`src/rtl/tcw_pkg.sv`:
```
// ----------------------------------------------------------------------------
// tcw_pkg
// shared constants, codes and types of the text console cell writer
// ----------------------------------------------------------------------------
package tcw_pkg;

    localparam int COLUMNS    = 80;
    localparam int ROWS       = 25;
    localparam int CELL_COUNT = COLUMNS * ROWS;
    localparam int ADDR_W     = $clog2(CELL_COUNT);

    localparam logic [7:0] CH_NEWLINE   = 8'd10;
    localparam logic [7:0] CH_BACKSPACE = 8'd8;
    localparam logic [7:0] CH_BLANK     = 8'h20;

    typedef enum logic [1:0] {
        MODE_PUT   = 2'd0,
        MODE_CLEAR = 2'd1,
        MODE_READ  = 2'd2
    } t_mode;

    typedef enum logic [3:0] {
        S_INIT,
        S_IDLE,
        S_PUT,
        S_READ,
        S_RWAIT,
        S_SCROLL,
        S_BLANK,
        S_CLEAR,
        S_DONE
    } t_state;

    typedef struct packed {
        logic [1:0]  mode;
        logic [7:0]  glyph_code;
        logic [7:0]  fill_attribute;
        logic [10:0] cell_index;
    } t_req;

    typedef struct packed {
        logic [6:0]  cursor_column;
        logic [4:0]  cursor_line;
        logic [15:0] cell_value;
        logic        did_scroll;
    } t_result;

    typedef struct packed {
        logic              we;
        logic [ADDR_W-1:0] waddr;
        logic [15:0]       wdata;
        logic [ADDR_W-1:0] raddr;
    } t_ram_req;

endpackage

```
`src/rtl/tcw_engine.sv`:
```
// ----------------------------------------------------------------------------
// tcw_engine
// sequencer with cursor state and a shared address counter; cell writes and
// reads use cursor/request index; the counter drives scroll and clear sweeps
// ----------------------------------------------------------------------------
module tcw_engine (
    input  logic                          i_clk,
    input  logic                          i_rst_n,
    input  logic                          i_start,
    input  tcw_pkg::t_req                 i_req,
    input  logic [7:0]                    i_attr,
    input  logic                          i_out_free,
    input  logic [15:0]                   i_rdata,
    output logic                          o_idle,
    output logic                          o_done,
    output tcw_pkg::t_result              o_result,
    output tcw_pkg::t_ram_req             o_ram
);

    localparam logic [tcw_pkg::ADDR_W-1:0] LAST_IDX =
        tcw_pkg::ADDR_W'(tcw_pkg::CELL_COUNT - 1);
    localparam logic [tcw_pkg::ADDR_W-1:0] SCROLL_END =
        tcw_pkg::ADDR_W'(tcw_pkg::CELL_COUNT - tcw_pkg::COLUMNS);
    localparam logic [tcw_pkg::ADDR_W-1:0] ROW_STEP =
        tcw_pkg::ADDR_W'(tcw_pkg::COLUMNS);

    tcw_pkg::t_state             r_state, n_state;
    logic [6:0]                  r_col, n_col;
    logic [4:0]                  r_row, n_row;
    logic [tcw_pkg::ADDR_W-1:0]  r_cnt, n_cnt;
    logic [15:0]                 r_wdata, n_wdata;
    logic                        r_advance, n_advance;
    logic [10:0]                 r_idx, n_idx;
    logic [15:0]                 r_value, n_value;
    logic                        r_scroll, n_scroll;
    logic [7:0]                  r_fill, n_fill;
    logic [tcw_pkg::ADDR_W-1:0]  cur_idx;

    assign cur_idx = tcw_pkg::ADDR_W'(int'(r_row) * tcw_pkg::COLUMNS + int'(r_col));

    always_ff @(posedge i_clk) begin
        if (!i_rst_n) begin
            r_state <= tcw_pkg::S_INIT;
            r_col   <= '0;
            r_row   <= '0;
            r_cnt   <= '0;
        end else begin
            r_state <= n_state;
            r_col   <= n_col;
            r_row   <= n_row;
            r_cnt   <= n_cnt;
        end
    end

    always_ff @(posedge i_clk) begin
        r_wdata   <= n_wdata;
        r_advance <= n_advance;
        r_idx     <= n_idx;
        r_value   <= n_value;
        r_scroll  <= n_scroll;
        r_fill    <= n_fill;
    end

    always_comb begin
        n_state   = r_state;
        n_col     = r_col;
        n_row     = r_row;
        n_cnt     = r_cnt;
        n_wdata   = r_wdata;
        n_advance = r_advance;
        n_idx     = r_idx;
        n_value   = r_value;
        n_scroll  = r_scroll;
        n_fill    = r_fill;
        o_done    = 1'b0;
        o_ram.we    = 1'b0;
        o_ram.waddr = cur_idx;
        o_ram.wdata = r_wdata;
        o_ram.raddr = tcw_pkg::ADDR_W'(r_idx);

        case (r_state)
            tcw_pkg::S_INIT: begin
                o_ram.we    = 1'b1;
                o_ram.waddr = r_cnt;
                o_ram.wdata = {8'h00, tcw_pkg::CH_BLANK};
                if (r_cnt == LAST_IDX) begin
                    n_cnt   = '0;
                    n_state = tcw_pkg::S_IDLE;
                end else begin
                    n_cnt = r_cnt + 1'b1;
                end
            end
            tcw_pkg::S_IDLE: begin
                if (i_start) begin
                    n_scroll = 1'b0;
                    n_value  = '0;
                    n_idx    = i_req.cell_index;
                    n_fill   = i_req.fill_attribute;
                    n_cnt    = '0;
                    case (i_req.mode)
                        tcw_pkg::MODE_PUT: begin
                            if (i_req.glyph_code == tcw_pkg::CH_NEWLINE) begin
                                n_col = '0;
                                if (int'(r_row) + 1 >= tcw_pkg::ROWS) begin
                                    n_row    = 5'(tcw_pkg::ROWS - 1);
                                    n_scroll = 1'b1;
                                    n_state  = tcw_pkg::S_SCROLL;
                                end else begin
                                    n_row   = r_row + 1'b1;
                                    n_state = tcw_pkg::S_DONE;
                                end
                            end else if (i_req.glyph_code == tcw_pkg::CH_BACKSPACE) begin
                                if (r_col != '0) begin
                                    n_col = r_col - 1'b1;
                                end else if (r_row != '0) begin
                                    n_row = r_row - 1'b1;
                                    n_col = 7'(tcw_pkg::COLUMNS - 1);
                                end
                                n_wdata   = {i_attr, tcw_pkg::CH_BLANK};
                                n_advance = 1'b0;
                                n_state   = tcw_pkg::S_PUT;
                            end else begin
                                n_wdata   = {i_attr, i_req.glyph_code};
                                n_advance = 1'b1;
                                n_state   = tcw_pkg::S_PUT;
                            end
                        end
                        tcw_pkg::MODE_CLEAR: begin
                            n_col   = '0;
                            n_row   = '0;
                            n_state = tcw_pkg::S_CLEAR;
                        end
                        tcw_pkg::MODE_READ: begin
                            if (int'(i_req.cell_index) < tcw_pkg::CELL_COUNT) begin
                                n_state = tcw_pkg::S_READ;
                            end else begin
                                n_state = tcw_pkg::S_DONE;
                            end
                        end
                        default: begin
                            n_state = tcw_pkg::S_DONE;
                        end
                    endcase
                end
            end
            tcw_pkg::S_PUT: begin
                o_ram.we = 1'b1;
                n_state  = tcw_pkg::S_DONE;
                if (r_advance) begin
                    if (int'(r_col) + 1 >= tcw_pkg::COLUMNS) begin
                        n_col = '0;
                        if (int'(r_row) + 1 >= tcw_pkg::ROWS) begin
                            n_row    = 5'(tcw_pkg::ROWS - 1);
                            n_scroll = 1'b1;
                            n_cnt    = '0;
                            n_state  = tcw_pkg::S_SCROLL;
                        end else begin
                            n_row = r_row + 1'b1;
                        end
                    end else begin
                        n_col = r_col + 1'b1;
                    end
                end
            end
            tcw_pkg::S_READ: begin
                n_state = tcw_pkg::S_RWAIT;
            end
            tcw_pkg::S_RWAIT: begin
                n_value = i_rdata;
                n_state = tcw_pkg::S_DONE;
            end
            tcw_pkg::S_SCROLL: begin
                // read one row ahead of the counter, write the previous read to the slot behind it
                o_ram.raddr = r_cnt + ROW_STEP;
                o_ram.we    = (r_cnt != '0);
                o_ram.waddr = r_cnt - 1'b1;
                o_ram.wdata = i_rdata;
                if (r_cnt == SCROLL_END) begin
                    n_state = tcw_pkg::S_BLANK;
                end else begin
                    n_cnt = r_cnt + 1'b1;
                end
            end
            tcw_pkg::S_BLANK: begin
                o_ram.we    = 1'b1;
                o_ram.waddr = r_cnt;
                o_ram.wdata = {i_attr, tcw_pkg::CH_BLANK};
                if (r_cnt == LAST_IDX) begin
                    n_state = tcw_pkg::S_DONE;
                end else begin
                    n_cnt = r_cnt + 1'b1;
                end
            end
            tcw_pkg::S_CLEAR: begin
                o_ram.we    = 1'b1;
                o_ram.waddr = r_cnt;
                o_ram.wdata = {r_fill, tcw_pkg::CH_BLANK};
                if (r_cnt == LAST_IDX) begin
                    n_state = tcw_pkg::S_DONE;
                end else begin
                    n_cnt = r_cnt + 1'b1;
                end
            end
            tcw_pkg::S_DONE: begin
                if (i_out_free) begin
                    o_done  = 1'b1;
                    n_state = tcw_pkg::S_IDLE;
                end
            end
            default: begin
                n_state = tcw_pkg::S_IDLE;
            end
        endcase
    end

    assign o_idle                 = (r_state == tcw_pkg::S_IDLE);
    assign o_result.cursor_column = r_col;
    assign o_result.cursor_line   = r_row;
    assign o_result.cell_value    = r_value;
    assign o_result.did_scroll    = r_scroll;

endmodule

```
`config.mk`:
```
export PLATFORM = sky130hd
export DESIGN_NAME = tcw_engine
export DESIGN_NICKNAME = d
export VERILOG_FILES = /design/src/rtl/tcw_pkg.sv /design/src/rtl/tcw_engine.sv
export SDC_FILE = /design/constraint.sdc
export NUM_CORES = 1
export LEC_CHECK = 0
export ABC_AREA = 0
export BUFFER_PORTS_ARGS = -buffer_cell sky130_fd_sc_hd__buf_2
export CAP_MARGIN = 30
export CORE_MARGIN = 3
export CORE_UTILIZATION = 59
export CTS_CLUSTER_SIZE = 20
export DETAILED_ROUTE_END_ITERATION = 8
export PLACE_DENSITY = 0.87
export SYNTH_ARGS = -nofsm -noshare
export SYNTH_HDL_FRONTEND = slang
export SYNTH_SLANG_ARGS = --single-unit
export TNS_END_PERCENT = 50
```
`constraint.sdc`:
```
create_clock -name i_clk -period 5.6 [get_ports i_clk]
set_clock_uncertainty 0.2 [all_clocks]
set_input_delay 1.12 -clock i_clk [delete_from_list [all_inputs] [get_ports i_clk]]
set_output_delay 1.12 -clock i_clk [all_outputs]
set_load 0.01 [all_outputs]
```
==> out/results.ini <==
[power]
internal_power_mw = 1.13
cellPowerDensity_nw_per_um2 = 278
switchingPower_mw = 0.585
max-vdd-ir-drop_mv = 0.149
combPwrFrac = 0.285
p_clk_frac = 0.294
power_mw = 1.71
netSwitchingFraction = 0.342
p_leak_nw = 2.58
seqPwrFrac = 0.420

[place]
portBuffers = 126
pre_cts_ws_ns = 1.68
dp_cells = 781
place_congestion = 1.08
hpwl_microns = 11200

[global_route]
grt_max_degree = 33
grt_use_met3 = 0.0441
grt_pass1_vias = 4928
grtUsageMet2 = 0.504
use_met1 = 0.372
overflow = 0
grt_use_total = 0.295
antenna_found_initial = 0
grt_pass1_wl_microns = 24200
top_usage_layer = met2

[setup_path]
slowest_stage = dfxtp_1
r2r_slack_ns = 1.99
critical_path_arrival_ns = 2.99
end_kind = output pin
cp-start-kind = flip-flop
worst_r2r_startpoint = r_col[0]
crit_fanout = 11
r2r_cells = 7
critical_path_required_ns = 4.28
crit_type = reg2out
r2r_end = r_state[2]
max_stage_delay_ns = 0.55
path_cells = ha_1 > ha_1 > fa_1 > xor2_1 > o2111ai_1 > xnor2_1 > xnor2_1 > nand2_1 > o211ai_1 > buf_2

[floorplanning]
io_pins = 127
die_w_microns = 101
start_util = 0.610
dieArea_sq_um = 10200
coreArea_sq_um = 8760
die_h_microns = 101
rows = 34

[drt]
vias = 5224
via_per_inst = 6.55
drt_iter0_drc = 490
drc = 0
dr.pass1.iters = 6
wl_per_cell_microns = 19.4
detail-route-antenna-nets = 0
wl_microns = 15500

[yosys]
yosys_warnings = 0
synth_most_common_cell = nand2_1
avgSynthCellArea_sq_um = 9.13
synth_edf_count = 53
synth_top_flop_cell = edfxtp_1
synth_area_leaders = edfxtp_1 30%, dfxtp_1 10%, o21ai_0 5.1%, ha_1 4.7%, nand2_1 4.0%
synth_top_area_frac = 0.298
yosysTopAreaCell = edfxtp_1
ys_seq_area_frac = 0.399
synth_area_sq_um = 5350
synth_nets = 665
ys_ff_latch = 80
synthCells = 586
synth_common_cells = 57 x nand2_1, 54 x o21ai_0, 53 x edfxtp_1
ys_types = 78
async_flop_share = 0

[sta]
max_slew.worst_pin.slew_ns = 1.01
max-slew-margin-rel = 0.325
tns_ns = 0
setup_violations = 0
fin_crit_ns = 4.31
max_clock_freq_mhz = 232
setup_ws_ns = 1.29
slew_viol_final = 0
rsz0062_at_grt = false
period_share = 0.770
hold_viol = 0

[clock_tree]
post_cts_buffers = 0
root_buffer = clkbuf_8
cts_resized = 0
hold_buffers = 0
clk_pin_slew_ns = 0.09
clockBufferDepth = 2
cts_made_buffers = 9
cts_tree = done
worstSkewPairLatency_ns = 0.35
cts_sinks = 80
h-tree-depth = 3

[final_layout]
synthToLayoutAreaGrowth_pct = 15.1
drive_gt1_frac = 0.260
antenna_cells = 0
fin_util = 0.702
stdcell_count = 797
nets = 763

[min_path]
hold_end = r_cnt[1]
hp-start = r_cnt[1]
whs_path_depth = 2
hold_class = reg2reg

[run_status]
status = complete, no violations

[job]
maxCapViolCount = 0

==> worst max path at each step <==
stage | end | cells after the start | from
detailed placement | o_ram[37] | 10 | r_row[1]
finish | o_ram[37] | 10 | r_row[1]
global route | o_ram[34] | 6 | r_state[1]
CTS | o_ram[37] | 10 | r_row[1]
global placement | o_ram[37] | 10 | r_row[1]
floorplan | o_ram[37] | 9 | r_row[1]
==> worst max-delay path: cells and delay by family, from the launching register on <==
kind | cells | cell delay, ns
AO/OA/AOI/OAI | 2 | 0.31
XOR/XNOR | 3 | 0.62
adder cells (fa/ha/maj) | 3 | 0.92
buffers and inverters | 1 | 0.17
flip-flops | 1 | 0.55
AND/OR/NAND/NOR | 1 | 0.09
==> area by class of cell <==
class	instances	area [sq um]
multi-input combinational	444	2920
fill	669	2610
sequential	80	2130
timing repair buffer	130	661
tap	108	135
clock buffer	9	124
clock inverter	7	110
inverter	19	71.3
==> routing by layer <==
| layer | vias up | share of wire |
|---|---|---|
| met5 | - | 0 |
| met4 | 0 | 0.037 |
| met3 | 66 | 0.10 |
| met2 | 343 | 0.49 |
| met1 | 2438 | 0.37 |
| li1 | 2377 | - |
==> metrics by stage <==
stage / cell area [sq um] / hold slack (ns)
6_report: 6160 / 0.354
5_1_grt: 6160 / 0.411
4_1_cts: 6160 / 0.353
3_5_place_dp: 5920 / 0.342
3_3_place_gp: 5920 / 0.328
2_1_floorplan: 5350 / 0.290
==> cells by family after synthesis <==
kind of cell / share of synthesized area
XOR/XNOR: 0.0246
AO/OA/AOI/OAI: 0.214
adder cells (fa/ha/maj): 0.0543
flip-flops: 0.399
AND/OR/NAND/NOR: 0.227
multiplexers: 0.0267
buffers and inverters: 0.0547
==> flip-flops by register name, indices dropped and copies added (netlist names) <==
name	count
r_value	16
r_wdata	16
r_cnt	11
r_idx	11
r_fill	8
r_col	7
r_row	5
r_state	4
r_advance	1
r_scroll	1
==> cell usage in the layout (no fill, tap or decap), types with 6 or more instances in the layout <==
cell | synthesis | routed
dfxtp_1 | 27 | 27
clkbuf_8 | 3 | 9
nor3_1 | 12 | 12
nor2_1 | 40 | 40
buf_2 | 3 | 126
nand3_1 | 26 | 26
a22o_1 | 7 | 7
xor2_1 | 9 | 9
nand4_1 | 7 | 7
o211ai_1 | 6 | 6
and3_1 | 9 | 9
a21oi_1 | 30 | 30
ha_1 | 20 | 20
and2_1 | 25 | 25
xnor2_1 | 6 | 6
edfxtp_1 | 53 | 53
a22oi_1 | 10 | 10
nand2b_1 | 8 | 8
o21ai_0 | 54 | 54
nor3b_1 | 7 | 7
nand2_1 | 57 | 57
inv_1 | 18 | 18
mux2_2 | 10 | 10
==> power groups by stage <==
stage          Clock, mW  Sequential (mW)  Combinational (mW)
4_1_cts            0.504            0.719               0.480
2_1_floorplan          0            0.714               0.337
5_1_grt            0.524            0.727               0.531
3_3_place_gp           0            0.728               0.465
3_5_place_dp           0            0.732               0.475
6_report           0.504            0.720               0.489
No activity file was read; power rests on OpenSTA's default activity.
